$ cat src/gradient_palette_sample_assert.svh
// Assertion macros shared by the gradient ramp RTL.
`ifndef GRADIENT_PALETTE_SAMPLE_ASSERT_SVH
`define GRADIENT_PALETTE_SAMPLE_ASSERT_SVH

// Same-cycle implication, disabled while reset is asserted.
`define GPS_ASSERT_NOW(lbl, clk, rst_n, ante, cons) \
    lbl: assert property (@(posedge clk) disable iff (!(rst_n)) (ante) |-> (cons)) \
        else $error("gradient ramp assertion failed");

// Next-cycle implication, disabled while reset is asserted.
`define GPS_ASSERT_NEXT(lbl, clk, rst_n, ante, cons) \
    lbl: assert property (@(posedge clk) disable iff (!(rst_n)) (ante) |=> (cons)) \
        else $error("gradient ramp assertion failed");

`endif

$ cat src/gps_pkg.sv
`default_nettype none

package gps_pkg;

    localparam logic [16:0] ONE_Q16 = 17'h10000;

    // Quotient bits of the blend weight division (weight is 0..65536).
    localparam int DIV_STEPS = 17;

    typedef struct packed {
        logic [16:0] pos;
        logic [23:0] colour;
    } t_entry;

    typedef struct packed {
        logic busy;
        logic done;
    } t_div_stat;

    typedef enum logic [5:0] {
        S_IDLE     = 6'b000001,
        S_SCAN     = 6'b000010,
        S_SHIFT    = 6'b000100,
        S_SHIFT_WR = 6'b001000,
        S_DIV      = 6'b010000,
        S_BLEND    = 6'b100000
    } t_state;

    typedef enum logic [0:0] {
        CMD_SET    = 1'b0,
        CMD_SAMPLE = 1'b1
    } t_cmd;

endpackage

`default_nettype wire

$ cat src/gps_ram.sv
`default_nettype none

module gps_ram #(
    parameter int WIDTH = 41,
    parameter int DEPTH = 8
) (
    input  wire logic                     i_clk,
    input  wire logic                     i_we,
    input  wire logic [$clog2(DEPTH)-1:0] i_waddr,
    input  wire logic [WIDTH-1:0]         i_wdata,
    input  wire logic                     i_re,
    input  wire logic [$clog2(DEPTH)-1:0] i_raddr,
    output logic      [WIDTH-1:0]         o_rdata
);

    logic [WIDTH-1:0] r_mem [DEPTH];

    always_ff @(posedge i_clk) begin
        if (i_we) begin
            r_mem[i_waddr] <= i_wdata;
        end
        if (i_re) begin
            o_rdata <= r_mem[i_raddr];
        end
    end

endmodule

`default_nettype wire

$ cat src/gps_div.sv
`default_nettype none

module gps_div (
    input  wire logic          i_clk,
    input  wire logic          i_rst_n,
    input  wire logic          i_start,
    input  wire logic [16:0]   i_num,
    input  wire logic [16:0]   i_den,
    output gps_pkg::t_div_stat o_stat,
    output logic      [16:0]   o_quot
);

    localparam int SW = $clog2(gps_pkg::DIV_STEPS);

    logic          r_busy;
    logic          r_done;
    logic [SW-1:0] r_step;
    logic [17:0]   r_rem;
    logic [16:0]   r_den;
    logic [16:0]   r_quot;

    logic        trial;
    logic [17:0] rem_sub;

    // Numerator is num * 65536 with num <= den, so the remainder stays below 2 * den.
    assign trial   = r_rem >= {1'b0, r_den};
    assign rem_sub = trial ? (r_rem - {1'b0, r_den}) : r_rem;

    always_ff @(posedge i_clk) begin
        if (!i_rst_n) begin
            r_busy <= 1'b0;
            r_done <= 1'b0;
            r_step <= '0;
        end else begin
            r_done <= 1'b0;
            if (i_start) begin
                r_busy <= 1'b1;
                r_step <= '0;
            end else if (r_busy) begin
                r_step <= r_step + SW'(1);
                if (r_step == SW'(gps_pkg::DIV_STEPS - 1)) begin
                    r_busy <= 1'b0;
                    r_done <= 1'b1;
                end
            end
        end
    end

    always_ff @(posedge i_clk) begin
        if (i_start) begin
            r_rem <= {1'b0, i_num};
            r_den <= i_den;
        end else if (r_busy) begin
            r_rem  <= {rem_sub[16:0], 1'b0};
            r_quot <= {r_quot[15:0], trial};
        end
    end

    assign o_stat.busy = r_busy;
    assign o_stat.done = r_done;
    assign o_quot      = r_quot;

endmodule

`default_nettype wire

$ cat src/gradient_palette_sample.sv
// Gradient colour ramp with a sorted table of up to MAX_STOPS stops held in one
// RAM with a registered read. start is taken when busy is low; each item gives exactly
// one result, shown for one cycle with o_valid, and the receiver cannot stall it, so
// it must take every strobe. With n stops stored, the table is scanned with one RAM
// read per stop. When the table is empty, o_valid answers straight from idle with no
// scan. A set ends the scan for an update or a dropped stop; an insert then moves each
// stop above the new one up by one slot, with a read and a write per stop. A sample at
// or before the first stop or past the last one ends the scan; between stops the scan
// stops at the upper stop, the 17-step bit-serial weight divider forms the weight and
// the shared channel multiplier blends red, green and blue in turn.
// A sample with no stops gives black; a set on a full table at a new position is
// dropped with o_status high.
`default_nettype none

module gradient_palette_sample #(
    parameter int MAX_STOPS = 8
) (
    input  wire logic        i_clk,
    input  wire logic        i_rst_n,
    input  wire logic        start,
    output logic             busy,
    input  wire logic        i_command,
    input  wire logic [16:0] i_position,
    input  wire logic [7:0]  i_red_in,
    input  wire logic [7:0]  i_green_in,
    input  wire logic [7:0]  i_blue_in,
    output logic             o_valid,
    output logic      [7:0]  o_red_out,
    output logic      [7:0]  o_green_out,
    output logic      [7:0]  o_blue_out,
    output logic             o_status
);

`include "gradient_palette_sample_assert.svh"

    localparam int AW = $clog2(MAX_STOPS);
    localparam int CW = $clog2(MAX_STOPS + 1);

    gps_pkg::t_state r_state, n_state;
    logic [CW-1:0]   r_count, n_count;
    logic [CW-1:0]   r_addr, n_addr;
    logic            r_rvalid, n_rvalid;
    logic [AW-1:0]   r_ridx, n_ridx;
    logic [CW-1:0]   r_ins, n_ins;
    logic [CW-1:0]   r_j, n_j;
    logic [1:0]      r_ch, n_ch;
    logic            r_ovalid, n_ovalid;

    gps_pkg::t_cmd   r_cmd, n_cmd;
    logic [16:0]     r_pos, n_pos;
    logic [23:0]     r_colour, n_colour;
    gps_pkg::t_entry r_prev, n_prev;
    gps_pkg::t_entry r_cur, n_cur;
    logic [16:0]     r_w, n_w;
    logic [7:0]      r_red, n_red;
    logic [7:0]      r_green, n_green;
    logic [7:0]      r_blue, n_blue;
    logic            r_status, n_status;

    logic            ram_we;
    logic [AW-1:0]   ram_waddr;
    gps_pkg::t_entry ram_wdata;
    logic            ram_re;
    logic [AW-1:0]   ram_raddr;
    gps_pkg::t_entry ram_rdata;

    logic               div_start;
    logic [16:0]        div_num;
    logic [16:0]        div_den;
    gps_pkg::t_div_stat div_stat;
    logic [16:0]        div_quot;

    logic [16:0]       in_pos_clamped;
    logic [16:0]       x_pos;
    logic              last_entry;
    gps_pkg::t_entry   new_entry;
    logic [7:0]        c0;
    logic [7:0]        c1;
    logic signed [8:0]  diff;
    logic signed [17:0] w_signed;
    logic signed [26:0] prod;
    logic [7:0]        ch_val;

    gps_ram #(
        .WIDTH($bits(gps_pkg::t_entry)),
        .DEPTH(MAX_STOPS)
    ) u_ram (
        .i_clk  (i_clk),
        .i_we   (ram_we),
        .i_waddr(ram_waddr),
        .i_wdata(ram_wdata),
        .i_re   (ram_re),
        .i_raddr(ram_raddr),
        .o_rdata(ram_rdata)
    );

    gps_div u_div (
        .i_clk  (i_clk),
        .i_rst_n(i_rst_n),
        .i_start(div_start),
        .i_num  (div_num),
        .i_den  (div_den),
        .o_stat (div_stat),
        .o_quot (div_quot)
    );

    assign in_pos_clamped = (i_position > gps_pkg::ONE_Q16) ? gps_pkg::ONE_Q16 : i_position;
    assign x_pos          = {1'b0, r_pos[15:0]};
    assign last_entry     = (CW'(r_ridx) + CW'(1)) == r_count;
    assign new_entry      = '{pos: r_pos, colour: r_colour};

    // Shared channel blender: c0 + floor((c1 - c0) * w / 65536), exact mod 256.
    always_comb begin
        unique case (r_ch)
            2'd0:    begin c0 = r_prev.colour[23:16]; c1 = r_cur.colour[23:16]; end
            2'd1:    begin c0 = r_prev.colour[15:8];  c1 = r_cur.colour[15:8];  end
            default: begin c0 = r_prev.colour[7:0];   c1 = r_cur.colour[7:0];   end
        endcase
    end

    assign diff     = $signed({1'b0, c1}) - $signed({1'b0, c0});
    assign w_signed = $signed({1'b0, r_w});
    assign prod     = diff * w_signed;
    assign ch_val   = c0 + prod[23:16];

    always_comb begin
        n_state  = r_state;
        n_count  = r_count;
        n_addr   = r_addr;
        n_rvalid = 1'b0;
        n_ridx   = r_ridx;
        n_ins    = r_ins;
        n_j      = r_j;
        n_ch     = r_ch;
        n_ovalid = 1'b0;
        n_cmd    = r_cmd;
        n_pos    = r_pos;
        n_colour = r_colour;
        n_prev   = r_prev;
        n_cur    = r_cur;
        n_w      = r_w;
        n_red    = r_red;
        n_green  = r_green;
        n_blue   = r_blue;
        n_status = r_status;

        ram_we    = 1'b0;
        ram_waddr = '0;
        ram_wdata = new_entry;
        ram_re    = 1'b0;
        ram_raddr = '0;

        div_start = 1'b0;
        div_num   = x_pos - r_prev.pos;
        div_den   = ram_rdata.pos - r_prev.pos;

        unique case (r_state)
            gps_pkg::S_IDLE: begin
                if (start) begin
                    n_cmd    = gps_pkg::t_cmd'(i_command);
                    n_pos    = (i_command == gps_pkg::CMD_SAMPLE) ? i_position : in_pos_clamped;
                    n_colour = {i_red_in, i_green_in, i_blue_in};
                    n_addr   = '0;
                    n_ins    = '0;
                    if (r_count == '0) begin
                        // Empty table: answer at once.
                        n_ovalid = 1'b1;
                        n_red    = '0;
                        n_green  = '0;
                        n_blue   = '0;
                        n_status = 1'b0;
                        if (i_command == gps_pkg::CMD_SET) begin
                            ram_we    = 1'b1;
                            ram_waddr = '0;
                            ram_wdata = '{pos: in_pos_clamped,
                                          colour: {i_red_in, i_green_in, i_blue_in}};
                            n_count   = CW'(1);
                        end
                    end else begin
                        n_state = gps_pkg::S_SCAN;
                    end
                end
            end

            gps_pkg::S_SCAN: begin
                // Stream reads one per cycle; examine the entry read last cycle.
                if (r_addr < r_count) begin
                    ram_re    = 1'b1;
                    ram_raddr = r_addr[AW-1:0];
                    n_addr    = r_addr + CW'(1);
                    n_rvalid  = 1'b1;
                    n_ridx    = r_addr[AW-1:0];
                end
                if (r_rvalid) begin
                    if (r_cmd == gps_pkg::CMD_SET) begin
                        if (ram_rdata.pos == r_pos) begin
                            ram_we    = 1'b1;
                            ram_waddr = r_ridx;
                            n_ovalid  = 1'b1;
                            n_red     = '0;
                            n_green   = '0;
                            n_blue    = '0;
                            n_status  = 1'b0;
                            n_state   = gps_pkg::S_IDLE;
                        end else begin
                            if (ram_rdata.pos < r_pos) begin
                                n_ins = r_ins + CW'(1);
                            end
                            if (last_entry) begin
                                if (r_count == CW'(MAX_STOPS)) begin
                                    // Full: drop the new stop.
                                    n_ovalid = 1'b1;
                                    n_red    = '0;
                                    n_green  = '0;
                                    n_blue   = '0;
                                    n_status = 1'b1;
                                    n_state  = gps_pkg::S_IDLE;
                                end else begin
                                    n_j     = r_count;
                                    n_state = gps_pkg::S_SHIFT;
                                end
                            end
                        end
                    end else begin
                        if (x_pos <= ram_rdata.pos) begin
                            if (r_ridx == '0) begin
                                n_ovalid = 1'b1;
                                n_red    = ram_rdata.colour[23:16];
                                n_green  = ram_rdata.colour[15:8];
                                n_blue   = ram_rdata.colour[7:0];
                                n_status = 1'b0;
                                n_state  = gps_pkg::S_IDLE;
                            end else begin
                                n_cur     = ram_rdata;
                                div_start = 1'b1;
                                n_state   = gps_pkg::S_DIV;
                            end
                        end else if (last_entry) begin
                            n_ovalid = 1'b1;
                            n_red    = ram_rdata.colour[23:16];
                            n_green  = ram_rdata.colour[15:8];
                            n_blue   = ram_rdata.colour[7:0];
                            n_status = 1'b0;
                            n_state  = gps_pkg::S_IDLE;
                        end else begin
                            n_prev = ram_rdata;
                        end
                    end
                end
            end

            gps_pkg::S_SHIFT: begin
                if (r_j == r_ins) begin
                    ram_we    = 1'b1;
                    ram_waddr = r_ins[AW-1:0];
                    n_count   = r_count + CW'(1);
                    n_ovalid  = 1'b1;
                    n_red     = '0;
                    n_green   = '0;
                    n_blue    = '0;
                    n_status  = 1'b0;
                    n_state   = gps_pkg::S_IDLE;
                end else begin
                    ram_re    = 1'b1;
                    ram_raddr = AW'(r_j - CW'(1));
                    n_state   = gps_pkg::S_SHIFT_WR;
                end
            end

            gps_pkg::S_SHIFT_WR: begin
                // Move the stop below up by one slot.
                ram_we    = 1'b1;
                ram_waddr = r_j[AW-1:0];
                ram_wdata = ram_rdata;
                n_j       = r_j - CW'(1);
                n_state   = gps_pkg::S_SHIFT;
            end

            gps_pkg::S_DIV: begin
                if (div_stat.done) begin
                    n_w     = div_quot;
                    n_ch    = 2'd0;
                    n_state = gps_pkg::S_BLEND;
                end
            end

            gps_pkg::S_BLEND: begin
                n_ch = r_ch + 2'd1;
                unique case (r_ch)
                    2'd0: n_red   = ch_val;
                    2'd1: n_green = ch_val;
                    default: begin
                        n_blue   = ch_val;
                        n_status = 1'b0;
                        n_ovalid = 1'b1;
                        n_state  = gps_pkg::S_IDLE;
                    end
                endcase
            end

            default: begin
                n_state = gps_pkg::S_IDLE;
            end
        endcase
    end

    always_ff @(posedge i_clk) begin
        if (!i_rst_n) begin
            r_state  <= gps_pkg::S_IDLE;
            r_count  <= '0;
            r_addr   <= '0;
            r_rvalid <= 1'b0;
            r_ins    <= '0;
            r_j      <= '0;
            r_ch     <= '0;
            r_ovalid <= 1'b0;
        end else begin
            r_state  <= n_state;
            r_count  <= n_count;
            r_addr   <= n_addr;
            r_rvalid <= n_rvalid;
            r_ins    <= n_ins;
            r_j      <= n_j;
            r_ch     <= n_ch;
            r_ovalid <= n_ovalid;
        end
    end

    always_ff @(posedge i_clk) begin
        r_ridx   <= n_ridx;
        r_cmd    <= n_cmd;
        r_pos    <= n_pos;
        r_colour <= n_colour;
        r_prev   <= n_prev;
        r_cur    <= n_cur;
        r_w      <= n_w;
        r_red    <= n_red;
        r_green  <= n_green;
        r_blue   <= n_blue;
        r_status <= n_status;
    end

    assign busy        = (r_state != gps_pkg::S_IDLE);
    assign o_valid     = r_ovalid;
    assign o_red_out   = r_red;
    assign o_green_out = r_green;
    assign o_blue_out  = r_blue;
    assign o_status    = r_status;

    `GPS_ASSERT_NOW(a_full_drop, i_clk, i_rst_n, o_valid && o_status, r_count == CW'(MAX_STOPS))
    `GPS_ASSERT_NOW(a_div_free, i_clk, i_rst_n, div_start, !div_stat.busy)
    `GPS_ASSERT_NOW(a_result_idle, i_clk, i_rst_n, o_valid, !busy)
    `GPS_ASSERT_NEXT(a_count_step, i_clk, i_rst_n, 1'b1, CW'(r_count - $past(r_count)) <= CW'(1))

endmodule

`default_nettype wire
$ cat config.mk
export PLATFORM = sky130hd
export DESIGN_NAME = gradient_palette_sample
export DESIGN_NICKNAME = d
export VERILOG_FILES = /design/src/gps_pkg.sv /design/src/gps_ram.sv /design/src/gps_div.sv /design/src/gradient_palette_sample.sv
export VERILOG_INCLUDE_DIRS = /design/src /design/src/src
export SDC_FILE = /design/constraint.sdc
export NUM_CORES = 1
export LEC_CHECK = 0
export CAP_MARGIN = 10
export CORE_UTILIZATION = 55
export DETAILED_ROUTE_END_ITERATION = 10
export DONT_BUFFER_PORTS = 1
export PLACE_DENSITY = 0.67
export SYNTH_ARGS = -nofsm -noshare
export SYNTH_HDL_FRONTEND = slang
export SYNTH_SLANG_ARGS = --single-unit
$ cat constraint.sdc
create_clock -name i_clk -period 18.88 [get_ports i_clk]
set_input_delay 0 -clock i_clk [delete_from_list [all_inputs] [get_ports i_clk]]
set_output_delay 0 -clock i_clk [all_outputs]
set_load 0.02 [all_outputs]
==> metrics.txt <==
Ys Warns 0; crit path DAT 11.05 ns; row count 87; P per Cell Area 87.26 mW/mm^2; leakage roughly 14 nW; Switching Share about a quarter; commonest non-fill, non-tap cells in the layout edfxtp_1, nand2_1, nand3_1, inv_1, ha_1; Mapped Area between 0.03 and 0.04 mm^2; # setup viols final 0; # port buffers 0; Synth Net Count ~3100; post-DP HPWL between 40000 and 50000 um; Post-Syn Instances about 2800; sequential fraction of the synthesis area 56.06%; clk slew on worst S/H paths about 0.060 ns; H-tree depth 2; CP top delay family adder cells; combinational share of power under 10%; GRT Overall Usage about a quarter; 1st-pass router iterations 5; worst-margin pin slew between 1 and 1.5 ns; WP data required roughly 19 ns; antenna violations before repair 2; clock sink count ~600; total grt overflow 0; fraction of registers with async set/reset 0%; critical setup path kind reg -> reg; WL per Instance 19.70 um; vias per cell between 5 and 6; crit start category flip-flop; EDFF count, synth roughly 570; Final WS setup a little over 8 ns; Final Core Density between 60% and 70%; WL final just over 70000 um; antenna-violating nets left 0; min-delay worst type in -> reg; Setup Skew between 0.02 and 0.025 ns; Initial Utilization a little under three fifths; Num CTS Buffers 57; Primary FF master, synth edfxtp_1; Clock Path Buffers 3; Cell Int Power between 2 and 2.5 mW; maximum vdd drop between 0.09 and 0.1 mV; 1st-iter DRT viols roughly 1500; P&R area growth vs syn 9.803%; GP Congestion roughly 0.86; most common cell after layout, fill and taps aside edfxtp_1; status completed; NumNets Final about 3100; clock root buffer clkbuf_16; Fmax between 90 and 100 MHz; DIE HEIGHT around 240 um; Tot Pwr between 3 and 4 mW; Hold Fails Final Rpt 0; most used cell along the critical path fa_1; Mapped Avg Cell Area between 10 and 15 um^2; HP Start i_red_in[4]; Clock Power Share 37.9%; DIE AREA between 0.05 and 0.06 mm^2; Core Region between 0.05 and 0.06 mm^2; Seq pwr share about 54%; critical path startpoint r_ch[0]; crit end category flip-flop; switching pwr around 730 uW; FF+latch count, synth 606; FILL cells between 4000 and 5000; Remaining DRCs 0; RSZ-0062 raised after global routing false; Chip Width between 200 and 250 um; Final period util a little under three fifths; vias in the first global route roughly 21000; Vias 20680; CP max FO 21; largest net degree at the start of global routing 96; IO Pins between 70 and 80; global-route wire length before repair 113600 um; setup repair bufs after CTS 0; Max-Slew Margin vs Limit between 20% and 30%; CP max stage delay 0.74 ns; share of layout cells above drive strength 1 5.538%; total of max-cap violations 0; Critical-path top delay cell nor2_1; clk_lat worst skew between 0.6 and 0.7 ns; final setup TNS 0 ns; Distinct cells, synth between 80 and 90; Crit path buffers/inverters 4; CTS tree built; pre-CTS setup slack ~8.3 ns; Slew Limit Fails 0; Critical R2R Launch r_ch[0]; post-layout min period approximately 11 ns
## routing by layer
| layer | vias up | part of all wire, % | GRT usage (%) |
|---|---|---|---|
| li1 | 9801 | - | - |
| met1 | 10170 | 42 | 32.20 |
| met2 | 611 | 49 | 42.15 |
| met3 | 100 | 5.7 | 3.273 |
| met4 | 2 | 2.3 | 7.640 |
| met5 | - | 0.015 | 0 |
## area by class of cell
cell class | count | area [um^2] | area share (%)
Clock buffer | 71 | 1519 | 4.343
Inverter | 208 | 780.7 | 2.232
Timing Repair Buffer | 72 | 658.1 | 1.882
Sequential cell | 606 | 17860 | 51.05
Tap cell | 756 | 945.9 | 2.704
Clock inverter | 36 | 382.9 | 1.095
Antenna cell | 1 | 2.502 | 0.007154
Multi-Input combinational cell | 1860 | 12830 | 36.69
## cells in the mapped netlist (17+ instances only)
| cell type | instances | area (um^2) |
|---|---|---|
| a21o_1 | 44 | 330.3 |
| a21oi_1 | 72 | 360.4 |
| a22oi_1 | 34 | 255.2 |
| and2_1 | 87 | 544.3 |
| buf_2 | 39 | 195.2 |
| clkbuf_1 | 67 | 251.5 |
| dfxtp_1 | 34 | 680.7 |
| edfxtp_1 | 572 | 17180 |
| fa_1 | 110 | 2202 |
| ha_1 | 163 | 2039 |
| inv_1 | 208 | 780.8 |
| nand2_1 | 567 | 2128 |
| nand2b_1 | 26 | 162.7 |
| nand3_1 | 230 | 1151 |
| nor2_1 | 91 | 341.6 |
| nor2b_1 | 36 | 225.2 |
| nor3_1 | 20 | 100.1 |
| o21a_1 | 17 | 127.6 |
| o21ai_0 | 60 | 300.3 |
| o21ai_1 | 41 | 205.2 |
| xnor2_1 | 45 | 394.1 |
| xor2_1 | 37 | 324.1 |
## worst paths after layout
kind	endpoint	slack [ns]	cells past startpoint
worst max register to register	o_red_out[7]	8.19	37
worst max-delay path	o_red_out[7]	8.19	37
worst min-delay path	r_colour[20]	0.04	1
worst min register to register	r_w[16]	0.42	0
## power groups by stage
stage          Combinational [mW]  Clock (mW)  Sequential (mW)
2_1_floorplan               0.172           0             1.65
3_3_place_gp                0.236           0             1.66
3_5_place_dp                0.246           0             1.67
4_1_cts                     0.258        1.18             1.64
5_1_grt                     0.286        1.23             1.64
6_report                    0.257        1.16             1.64
## worst register-to-register path: cells and delay by family, from the launching register on
| family | cells | cell delay [ns] |
|---|---|---|
| DFF | 1 | 0.37 |
| xor gates and xnor gates | 4 | 0.69 |
| AOI/OAI and AO/OA | 12 | 3.43 |
| adders and majority gates | 9 | 3.93 |
| buffers and inverters | 4 | 0.22 |
| and+or+nand+nor | 8 | 1.81 |
## state kept, by name, indices dropped and copies added, names as in the netlist, 2 cells and up
register,count
r_pos,17
o_green_out,8
r_cur,24
u_div.r_step,5
o_blue_out,8
r_colour,24
r_state,6
r_ridx,3
r_ch,2
u_div.o_quot,17
r_w,17
r_addr,4
u_div.r_rem,18
r_j,4
u_ram.r_mem,328
o_red_out,8
u_ram.o_rdata,41
r_ins,4
r_count,4
u_div.r_den,17
r_prev,41
## what timing repair did
action	in CTS	in global routing
endpoints found under the setup margin	0	0
hold buffers	44	0
endpoints found under the hold margin	403	0
resized for setup	0	0
## logic make-up after synthesis
| group | count (synthesis) | synth area share [%] |
|---|---|---|
| buf+inv | 324 | 4.065 |
| xor+xnor | 83 | 2.306 |
| mux | 11 | 0.3457 |
| simple gates | 1123 | 16.13 |
| compound gates | 370 | 7.785 |
| flops | 606 | 56.06 |
| fa+ha+maj | 273 | 13.32 |
## through the flow
| stage | cell area (um^2) | instances | hold slack (ns) |
|---|---|---|---|
| 5_1_grt | 34980 | 3610 | 0.01968 |
| 3_5_place_dp | 32620 | 3457 | 0.09897 |
| 3_3_place_gp | 32620 | 3457 | 0.09896 |
| 4_1_cts | 34960 | 3608 | 0.008824 |
| 6_report | 34980 | 3610 | 0.03975 |
| 2_1_floorplan | 31860 | 2790 | 0.09887 |
Note: power is estimated with default switching activity, not from simulation.
